--- src/hdl/bal_pkg.sv ---
`timescale 1ns / 1ps

package bal_pkg;

    localparam int CMD_W      = 3;
    localparam int IDX_W      = 7;
    localparam int VAL_W      = 32;
    localparam int CAP_W      = 7;
    localparam int OUT_DATA_W = 32;
    localparam int COUNT_W    = 7;
    localparam int S_TDATA_W  = 40;
    localparam int M_TDATA_W  = 48;
    localparam int M_TUSER_W  = 1;

    localparam int DEFAULT_DEPTH      = 64;
    localparam int DEFAULT_DATA_WIDTH = 32;

    localparam logic [CAP_W-1:0] CAP_RESET = 7'd64;

    typedef enum logic [CMD_W-1:0] {
        CMD_GET    = 3'd0,
        CMD_SET    = 3'd1,
        CMD_APPEND = 3'd2,
        CMD_INSERT = 3'd3,
        CMD_REMOVE = 3'd4
    } cmd_t;

    typedef enum logic [7:0] {
        ST_IDLE      = 8'b0000_0001,
        ST_EXEC      = 8'b0000_0010,
        ST_GET       = 8'b0000_0100,
        ST_INS       = 8'b0000_1000,
        ST_INS_LAST  = 8'b0001_0000,
        ST_REM       = 8'b0010_0000,
        ST_REM_SHIFT = 8'b0100_0000,
        ST_DONE      = 8'b1000_0000
    } state_t;

    typedef struct packed {
        logic                  ok;
        logic [OUT_DATA_W-1:0] data;
        logic [COUNT_W-1:0]    count;
        logic                  full;
        logic                  empty;
    } result_t;

endpackage

--- src/hdl/bounded_array_list_unit.sv ---
`timescale 1ns / 1ps

// Bounded array list of up to DEPTH words held in one synchronous RAM. One request is
// worked at a time. Set, append, insert at the end and refused requests finish in the
// execute state and get adds a RAM read state; insert and remove at index i take longer,
// because the later words move one entry per cycle through the RAM's single write port.
// A finished result waits in the output register while the next request is accepted. The
// RAM needs no clearing pass after reset, since only entries below count are ever read.
module bounded_array_list_unit #(
    parameter int DEPTH      = bal_pkg::DEFAULT_DEPTH,
    parameter int DATA_WIDTH = bal_pkg::DEFAULT_DATA_WIDTH
) (
    input  logic                            clk,
    input  logic                            rst_n,
    input  logic                            s_tvalid,
    output logic                            s_tready,
    // Fields from bit 0: index[6:0], value[38:7].
    input  logic [bal_pkg::S_TDATA_W-1:0]   s_tdata,
    // Fields from bit 0: cmd[2:0].
    input  logic [bal_pkg::CMD_W-1:0]       s_tuser,
    output logic                            m_tvalid,
    input  logic                            m_tready,
    // Fields from bit 0: data[31:0], count[38:32], full_res[39], empty_res[40].
    output logic [bal_pkg::M_TDATA_W-1:0]   m_tdata,
    // Fields from bit 0: ok[0].
    output logic [bal_pkg::M_TUSER_W-1:0]   m_tuser,
    input  logic                            cfg_we,
    input  logic [bal_pkg::CAP_W-1:0]       cfg_wdata
);

    import bal_pkg::*;

    localparam int AW = $clog2(DEPTH);

    logic                  ram_we, ram_re;
    logic [AW-1:0]         ram_waddr, ram_raddr;
    logic [DATA_WIDTH-1:0] ram_wdata, ram_rdata;
    logic                  res_valid, res_ready;
    result_t               res;

    bal_ctrl #(
        .DEPTH      (DEPTH),
        .DATA_WIDTH (DATA_WIDTH),
        .AW         (AW)
    ) u_ctrl (
        .clk       (clk),
        .rst_n     (rst_n),
        .s_valid   (s_tvalid),
        .s_ready   (s_tready),
        .s_cmd     (cmd_t'(s_tuser)),
        .s_index   (s_tdata[IDX_W-1:0]),
        .s_value   (s_tdata[IDX_W+VAL_W-1:IDX_W]),
        .cfg_we    (cfg_we),
        .cfg_wdata (cfg_wdata),
        .ram_we    (ram_we),
        .ram_waddr (ram_waddr),
        .ram_wdata (ram_wdata),
        .ram_re    (ram_re),
        .ram_raddr (ram_raddr),
        .ram_rdata (ram_rdata),
        .res_valid (res_valid),
        .res_ready (res_ready),
        .res       (res)
    );

    bal_ram #(
        .DEPTH      (DEPTH),
        .DATA_WIDTH (DATA_WIDTH),
        .AW         (AW)
    ) u_ram (
        .clk   (clk),
        .we    (ram_we),
        .waddr (ram_waddr),
        .wdata (ram_wdata),
        .re    (ram_re),
        .raddr (ram_raddr),
        .rdata (ram_rdata)
    );

    bal_out u_out (
        .clk       (clk),
        .rst_n     (rst_n),
        .res_valid (res_valid),
        .res_ready (res_ready),
        .res       (res),
        .m_tvalid  (m_tvalid),
        .m_tready  (m_tready),
        .m_tdata   (m_tdata),
        .m_tuser   (m_tuser)
    );

endmodule

--- src/hdl/bal_ram.sv ---
`timescale 1ns / 1ps

module bal_ram #(
    parameter int DEPTH      = bal_pkg::DEFAULT_DEPTH,
    parameter int DATA_WIDTH = bal_pkg::DEFAULT_DATA_WIDTH,
    parameter int AW         = $clog2(DEPTH)
) (
    input  logic                  clk,
    input  logic                  we,
    input  logic [AW-1:0]         waddr,
    input  logic [DATA_WIDTH-1:0] wdata,
    input  logic                  re,
    input  logic [AW-1:0]         raddr,
    output logic [DATA_WIDTH-1:0] rdata
);

    logic [DATA_WIDTH-1:0] mem [DEPTH];

    always_ff @(posedge clk)
    begin
        if (we)
        begin
            mem[waddr] <= wdata;
        end
        if (re)
        begin
            rdata <= mem[raddr];
        end
    end

endmodule

--- src/hdl/bal_ctrl.sv ---
`timescale 1ns / 1ps

module bal_ctrl #(
    parameter int DEPTH      = bal_pkg::DEFAULT_DEPTH,
    parameter int DATA_WIDTH = bal_pkg::DEFAULT_DATA_WIDTH,
    parameter int AW         = $clog2(DEPTH)
) (
    input  logic                        clk,
    input  logic                        rst_n,
    input  logic                        s_valid,
    output logic                        s_ready,
    input  bal_pkg::cmd_t               s_cmd,
    input  logic [bal_pkg::IDX_W-1:0]   s_index,
    input  logic [bal_pkg::VAL_W-1:0]   s_value,
    input  logic                        cfg_we,
    input  logic [bal_pkg::CAP_W-1:0]   cfg_wdata,
    output logic                        ram_we,
    output logic [AW-1:0]               ram_waddr,
    output logic [DATA_WIDTH-1:0]       ram_wdata,
    output logic                        ram_re,
    output logic [AW-1:0]               ram_raddr,
    input  logic [DATA_WIDTH-1:0]       ram_rdata,
    output logic                        res_valid,
    input  logic                        res_ready,
    output bal_pkg::result_t            res
);

    import bal_pkg::*;

    localparam int CW   = $clog2(DEPTH + 1);
    localparam int CMPW = (CW > IDX_W) ? CW : IDX_W;

    state_t                state_reg, state_next;
    cmd_t                  cmd_reg;
    logic [IDX_W-1:0]      idx_reg;
    logic [DATA_WIDTH-1:0] val_reg;
    logic [AW-1:0]         ptr_reg, ptr_next;
    logic [CW-1:0]         fill_reg, fill_next;
    logic                  ok_reg, ok_next;
    logic [DATA_WIDTH-1:0] data_reg, data_next;
    logic [CAP_W-1:0]      cap_cfg_reg;

    logic [CMPW-1:0] idx_ext, fill_ext, cfg_ext, depth_ext, cap_eff;
    logic            idx_lt_fill, idx_le_fill, room;
    logic [AW-1:0]   idx_a, fill_a;

    assign s_ready   = (state_reg == ST_IDLE);
    assign idx_ext   = CMPW'(idx_reg);
    assign fill_ext  = CMPW'(fill_reg);
    assign cfg_ext   = CMPW'(cap_cfg_reg);
    assign depth_ext = CMPW'(DEPTH);
    assign idx_a     = AW'(idx_reg);
    assign fill_a    = AW'(fill_reg);

    always_comb
    begin
        if (cfg_ext == '0)
        begin
            cap_eff = CMPW'(1);
        end
        else if (cfg_ext > depth_ext)
        begin
            cap_eff = depth_ext;
        end
        else
        begin
            cap_eff = cfg_ext;
        end
    end

    assign idx_lt_fill = (idx_ext < fill_ext);
    assign idx_le_fill = (idx_ext <= fill_ext);
    assign room        = (fill_ext < cap_eff);

    always_comb
    begin
        state_next = state_reg;
        ptr_next   = ptr_reg;
        fill_next  = fill_reg;
        ok_next    = ok_reg;
        data_next  = data_reg;
        ram_we     = 1'b0;
        ram_waddr  = ptr_reg;
        ram_wdata  = ram_rdata;
        ram_re     = 1'b0;
        ram_raddr  = ptr_reg;
        res_valid  = 1'b0;
        case (state_reg)
            ST_IDLE:
            begin
                if (s_valid)
                begin
                    state_next = ST_EXEC;
                end
            end
            ST_EXEC:
            begin
                ok_next    = 1'b0;
                data_next  = '0;
                state_next = ST_DONE;
                case (cmd_reg)
                    CMD_GET:
                    begin
                        if (idx_lt_fill)
                        begin
                            ok_next    = 1'b1;
                            ram_re     = 1'b1;
                            ram_raddr  = idx_a;
                            state_next = ST_GET;
                        end
                    end
                    CMD_SET:
                    begin
                        if (idx_lt_fill)
                        begin
                            ok_next   = 1'b1;
                            data_next = val_reg;
                            ram_we    = 1'b1;
                            ram_waddr = idx_a;
                            ram_wdata = val_reg;
                        end
                    end
                    CMD_APPEND:
                    begin
                        if (room)
                        begin
                            ok_next   = 1'b1;
                            ram_we    = 1'b1;
                            ram_waddr = fill_a;
                            ram_wdata = val_reg;
                            fill_next = fill_reg + CW'(1);
                        end
                    end
                    CMD_INSERT:
                    begin
                        if (room && idx_le_fill)
                        begin
                            ok_next = 1'b1;
                            if (idx_ext == fill_ext)
                            begin
                                ram_we    = 1'b1;
                                ram_waddr = fill_a;
                                ram_wdata = val_reg;
                                fill_next = fill_reg + CW'(1);
                            end
                            else
                            begin
                                ram_re     = 1'b1;
                                ram_raddr  = fill_a - AW'(1);
                                ptr_next   = fill_a;
                                state_next = ST_INS;
                            end
                        end
                    end
                    CMD_REMOVE:
                    begin
                        if (idx_lt_fill)
                        begin
                            ok_next    = 1'b1;
                            ram_re     = 1'b1;
                            ram_raddr  = idx_a;
                            state_next = ST_REM;
                        end
                    end
                    default:
                    begin
                    end
                endcase
            end
            ST_GET:
            begin
                data_next  = ram_rdata;
                state_next = ST_DONE;
            end
            ST_INS:
            begin
                ram_we    = 1'b1;
                ram_waddr = ptr_reg;
                ram_wdata = ram_rdata;
                if ((ptr_reg - AW'(1)) == idx_a)
                begin
                    state_next = ST_INS_LAST;
                end
                else
                begin
                    ram_re    = 1'b1;
                    ram_raddr = ptr_reg - AW'(2);
                    ptr_next  = ptr_reg - AW'(1);
                end
            end
            ST_INS_LAST:
            begin
                ram_we     = 1'b1;
                ram_waddr  = idx_a;
                ram_wdata  = val_reg;
                fill_next  = fill_reg + CW'(1);
                state_next = ST_DONE;
            end
            ST_REM:
            begin
                data_next = ram_rdata;
                fill_next = fill_reg - CW'(1);
                if ((idx_ext + CMPW'(1)) == fill_ext)
                begin
                    state_next = ST_DONE;
                end
                else
                begin
                    ram_re     = 1'b1;
                    ram_raddr  = idx_a + AW'(1);
                    ptr_next   = idx_a;
                    state_next = ST_REM_SHIFT;
                end
            end
            ST_REM_SHIFT:
            begin
                ram_we    = 1'b1;
                ram_waddr = ptr_reg;
                ram_wdata = ram_rdata;
                if ((CMPW'(ptr_reg) + CMPW'(1)) == fill_ext)
                begin
                    state_next = ST_DONE;
                end
                else
                begin
                    ram_re    = 1'b1;
                    ram_raddr = ptr_reg + AW'(2);
                    ptr_next  = ptr_reg + AW'(1);
                end
            end
            ST_DONE:
            begin
                res_valid = 1'b1;
                if (res_ready)
                begin
                    state_next = ST_IDLE;
                end
            end
            default:
            begin
                state_next = ST_IDLE;
            end
        endcase
    end

    assign res.ok    = ok_reg;
    assign res.data  = OUT_DATA_W'(data_reg);
    assign res.count = COUNT_W'(fill_reg);
    assign res.full  = (fill_ext >= cap_eff);
    assign res.empty = (fill_reg == '0);

    always_ff @(posedge clk or negedge rst_n)
    begin
        if (!rst_n)
        begin
            state_reg   <= ST_IDLE;
            fill_reg    <= '0;
            cap_cfg_reg <= CAP_RESET;
        end
        else
        begin
            state_reg <= state_next;
            fill_reg  <= fill_next;
            if (cfg_we)
            begin
                cap_cfg_reg <= cfg_wdata;
            end
        end
    end

    always_ff @(posedge clk)
    begin
        ptr_reg  <= ptr_next;
        ok_reg   <= ok_next;
        data_reg <= data_next;
        if (s_valid && s_ready)
        begin
            cmd_reg <= s_cmd;
            idx_reg <= s_index;
            val_reg <= DATA_WIDTH'(s_value);
        end
    end

endmodule

--- src/hdl/bal_out.sv ---
`timescale 1ns / 1ps

module bal_out (
    input  logic                            clk,
    input  logic                            rst_n,
    input  logic                            res_valid,
    output logic                            res_ready,
    input  bal_pkg::result_t                res,
    output logic                            m_tvalid,
    input  logic                            m_tready,
    output logic [bal_pkg::M_TDATA_W-1:0]   m_tdata,
    output logic [bal_pkg::M_TUSER_W-1:0]   m_tuser
);

    import bal_pkg::*;

    logic    valid_reg;
    result_t res_reg;

    assign res_ready = !valid_reg || m_tready;
    assign m_tvalid  = valid_reg;
    assign m_tuser   = res_reg.ok;
    assign m_tdata   = M_TDATA_W'({res_reg.empty, res_reg.full, res_reg.count, res_reg.data});

    always_ff @(posedge clk or negedge rst_n)
    begin
        if (!rst_n)
        begin
            valid_reg <= 1'b0;
        end
        else if (res_ready)
        begin
            valid_reg <= res_valid;
        end
    end

    always_ff @(posedge clk)
    begin
        if (res_ready && res_valid)
        begin
            res_reg <= res;
        end
    end

endmodule

--- config.mk ---
export PLATFORM = sky130hd
export DESIGN_NAME = bounded_array_list_unit
export DESIGN_NICKNAME = d
export VERILOG_FILES = /design/src/hdl/bal_pkg.sv /design/src/hdl/bounded_array_list_unit.sv /design/src/hdl/bal_ram.sv /design/src/hdl/bal_ctrl.sv /design/src/hdl/bal_out.sv
export SDC_FILE = /design/constraint.sdc
export NUM_CORES = 2
export LEC_CHECK = 0
export BUFFER_PORTS_ARGS = -buffer_cell sky130_fd_sc_hd__buf_2
export CAP_MARGIN = 15
export CORE_ASPECT_RATIO = 1.25
export CORE_UTILIZATION = 50
export CTS_CLUSTER_SIZE = 8
export DETAILED_ROUTE_END_ITERATION = 12
export GPL_ROUTABILITY_DRIVEN = 1
export PLACE_DENSITY = 0.69
export SETUP_SLACK_MARGIN = 0.2
export SYNTH_ARGS = -nofsm -noshare
export SYNTH_HDL_FRONTEND = slang
export SYNTH_SLANG_ARGS = --single-unit
--- constraint.sdc ---
create_clock -name clk -period 6 [get_ports clk]
set_input_delay 0.6 -clock clk [delete_from_list [all_inputs] [get_ports clk]]
set_output_delay 0.6 -clock clk [all_outputs]
set_load 0.02 [all_outputs]
==> flow_metrics.py <==
metrics = {
    "worst_setup_path": {
        "crit_path_start": "u_ctrl.idx_ext[0]$_DFFE_PP_",
        "r2r_slack_ps": 310,
        "cp.depth": 16,
        "cp.required_ps": 6650,
        "rr_startpoint": "u_ctrl.idx_ext[0]$_DFFE_PP_",
        "cp-end-kind": "flip-flop",
        "critPathSlowestCell": "a211oi_4",
        "cpLargestDelayFamily": "compound AO/OA/AOI/OAI gates",
        "path_cells": "inv_1 > ha_1 > inv_1 > o211ai_1 > or4_4 > a21oi_4 > a21oi_2 > a211oi_4 > nand2_8 > buf_4 > buf_12 > a211oi_1 > a311oi_1 > or4_1 > o22ai_1 > a211oi_1",
        "worstSetupPathType": "flip-flop to flip-flop",
        "crit_arrival_ps": 6340,
        "start_kind": "flip-flop",
        "r2r_cells": 16,
        "r2r-end": "u_ram.rdata[1]$_DFFE_PP_",
        "cp_max_fo": 112,
        "crit_buf_inv": 4,
        "critPathCapture": "u_ram.rdata[1]$_DFFE_PP_",
        "slowest_delay_ps": 720,
    },
    "routing": {
        "vias": 59090,
        "viasPerCell": 6.391,
        "wl_per_cell_um": 28.69,
        "drtIter0Drc": 7794,
        "drtAntennaViolNets": 0,
        "totalWireLength_um": 265200,
        "first_pass_iters": 6,
        "remaining_drc_errors": 0,
    },
    "global_route": {
        "grt.total_usage": 0.2872,
        "grt_max_degree": 113,
        "overflow": 0,
        "antenna_found_initial": 19,
        "grt_pass1_wl_um": 379800,
        "grt_pass1_vias": 57370,
    },
    "final_layout": {
        "final.fill_count": 13150,
        "largest_register": "u_ram.mem",
        "area_growth_pct": 16.82,
        "final_nets": 6929,
        "final_cells": 9246,
        "drive_above_1_share": 0.1428,
        "largest_register_ff_count": 2048,
    },
    "yosys": {
        "ys_top_cells_by_area": "edfxtp_1 (74%), nand2_1 (6.2%), nand3_1 (2.7%)",
        "post-synth-top-count-cell": "edfxtp_1",
        "synth_cells": 6427,
        "synth_edf_count": 2203,
        "async_flop_share": 0.01033,
        "avgSynthCellArea_um2": 13.95,
        "synth_warnings": 0,
        "yosys-top-cells-count": "edfxtp_1 (2203), nand2_1 (1476), nand3_1 (483)",
        "yosysTopAreaCellShare": 0.7380,
        "synth_top_area_cell": "edfxtp_1",
        "ys_ff_latch": 2226,
        "synth_area_mm2": 0.08964,
        "synth.yosys.seq_area_share": 0.7445,
        "yosysUniqueCellTypes": 86,
        "dominantRegCellSynth": "edfxtp_1",
    },
    "floorplanning": {
        "die-area_mm2": 0.1810,
        "io_pins": 106,
        "core_area_mm2": 0.1779,
        "start_util": 0.5038,
        "num_rows": 173,
        "die_h_um": 475.4,
        "die_x_um": 380.7,
    },
    "power_and_ir_drop": {
        "p_sw_frac": 0.2484,
        "irDropWorstVdd_mv": 0.3614,
        "p_leak_nw": 35.71,
        "intPower_mw": 29.02,
        "cellPowerDensity_mw_per_mm2": 368.8,
        "comb_power_share": 0.123,
        "switching_power_mw": 9.593,
        "clkPwrFrac": 0.413,
        "p_seq_frac": 0.464,
    },
    "clock_network": {
        "cts_sinks": 2226,
        "clk_pin_slew_ps": 50,
        "cts_buffers": 329,
        "clk_latency_ps": 930,
        "htree_levels": 5,
        "cts-root-buf": "clkbuf_16",
        "clock_path_buffers": 4,
        "cts_tree": "done",
    },
    "sta": {
        "fin_worst_skew_ps": 51.18,
        "finalCritPeriodShare": 0.9479,
        "rsz0062_at_grt": "no",
        "tightest_slew_ps": 1137,
        "hold_violations": 0,
        "drv_slew": 0,
        "fmax_mhz": 175.8,
        "setup_tns_ps": 0,
        "min_period_ps": 5688,
        "relSlewSlack": 0.2417,
        "finalSetupViolations": 0,
    },
    "flow_run": {
        "cap_violations": 0,
    },
    "placed_design": {
        "place.port_buffers": 97,
        "dp_cells": 8824,
        "dp_hpwl_um": 153000,
        "gp_congestion": 0.9597,
    },
    "worst_hold_path": {
        "worst_hold_path_type": "input port to flip-flop",
    },
    "status": {
        "outcome": "complete, no violations",
    },
}
## stage by stage
step	total power, mW	setup WS [ps]	hold WS [ps]	instance area (µm²)	utilization
after floorplan	20.74	581.5	304.4	89660	-
after global placement	22.71	474.7	403.2	95530	0.5369
after detailed placement	22.78	411.5	404.5	95530	0.5369
after CTS	38.59	307.4	14.35	104700	0.5883
after global routing	39.55	250.7	60.97	104700	0.5885
final	38.62	312.4	66.99	104700	0.5885
## metal layers
metal | up-vias | track usage | routed length, µm
met3 | 716 | 0.05538 | 26180
li1 | 25260 | - | -
met1 | 29470 | 0.3504 | 94150
met5 | - | 0 | 38
met4 | 6 | 0.1778 | 17300
met2 | 3640 | 0.4737 | 127600
## how the worst min path moves through the flow
stage | from | end | slack [ps] | depth (start not counted)
after floorplan | rst_n | u_ctrl.cap_cfg_reg[0]$_DFFE_PN0P_ | 300 | 0
after global placement | u_ctrl.data_reg[24]$_DFFE_PP_ | u_out.m_tdata[24]$_DFFE_PP_ | 400 | 0
after detailed placement | u_ctrl.data_reg[11]$_DFFE_PP_ | u_out.m_tdata[11]$_DFFE_PP_ | 400 | 0
after CTS | cfg_we | u_ctrl.cap_cfg_reg[4]$_DFFE_PN0P_ | 10 | 2
after global routing | cfg_we | u_ctrl.cap_cfg_reg[0]$_DFFE_PN0P_ | 60 | 2
final | cfg_we | u_ctrl.cap_cfg_reg[0]$_DFFE_PN0P_ | 70 | 2
## power groups by stage
stage / combinational [mW] / sequential (mW) / clock, mW
2_1_floorplan: 2.59 / 18.2 / 0
3_3_place_gp: 4.51 / 18.2 / 0
3_5_place_dp: 4.59 / 18.2 / 0
4_1_cts: 4.65 / 17.9 / 16.0
5_1_grt: 4.97 / 17.9 / 16.7
6_report: 4.75 / 17.9 / 15.9
## what timing repair did
item / 4_1_cts / 5_1_grt
endpoints found under the hold margin: 73 / 0
setup buffers: 0 / 0
gates resized for setup: 0 / 2
hold buffers: 53 / 0
endpoints found under the setup margin: 0 / 44
## area by class of cell
type / count / area, µm² / area share
flip-flops and latches: 2226 / 66730 / 0.6373
multi-input cells: 3720 / 21250 / 0.2029
clock buffers: 355 / 8564 / 0.08179
repair buffers: 539 / 5025 / 0.04799
well taps: 2362 / 2955 / 0.02822
inverters: 31 / 116.4 / 0.001111
clock inverters: 6 / 52.55 / 0.0005019
diodes: 7 / 17.52 / 0.0001673
## logic make-up after synthesis
group,synth area share
compound gates,0.07655
xor+xnor,0.004285
simple gates,0.1273
fa+ha+maj,0.003853
flops,0.7445
other cells,0.00004184
mux,0.01792
buf+inv,0.02559
## worst reg2reg max path, cell delays in order (launching register included)
cell and delay, ps:
edfxtp_1 590, inv_1 220, ha_1 360, inv_1 90
o211ai_1 90, or4_4 560, a21oi_4 210, a21oi_2 160
a211oi_4 720, nand2_8 160, buf_4 270, buf_12 260
a211oi_1 490, a311oi_1 80, or4_1 530, o22ai_1 520
a211oi_1 110
## cell usage in the layout, fill, tap and decap left out, types with 26 or more instances in the layout
| cell type | n |
|---|---|
| nand3_1 | 483 |
| a221oi_1 | 44 |
| a22o_1 | 38 |
| a311oi_1 | 44 |
| and3_1 | 192 |
| o22ai_1 | 39 |
| mux2i_1 | 138 |
| xnor2_1 | 31 |
| o21ai_0 | 64 |
| clkbuf_16 | 340 |
| buf_12 | 87 |
| buf_2 | 97 |
| nor2_1 | 73 |
| a21oi_1 | 64 |
| buf_4 | 302 |
| inv_1 | 30 |
| nand4_1 | 101 |
| a31oi_1 | 185 |
| nor3_1 | 40 |
| a32oi_1 | 142 |
| dlygate4sd3_1 | 53 |
| nor2_4 | 64 |
| ha_1 | 26 |
| nand2_1 | 1474 |
| a211oi_1 | 201 |
| edfxtp_1 | 2203 |
(Power assumes the default switching activity.)
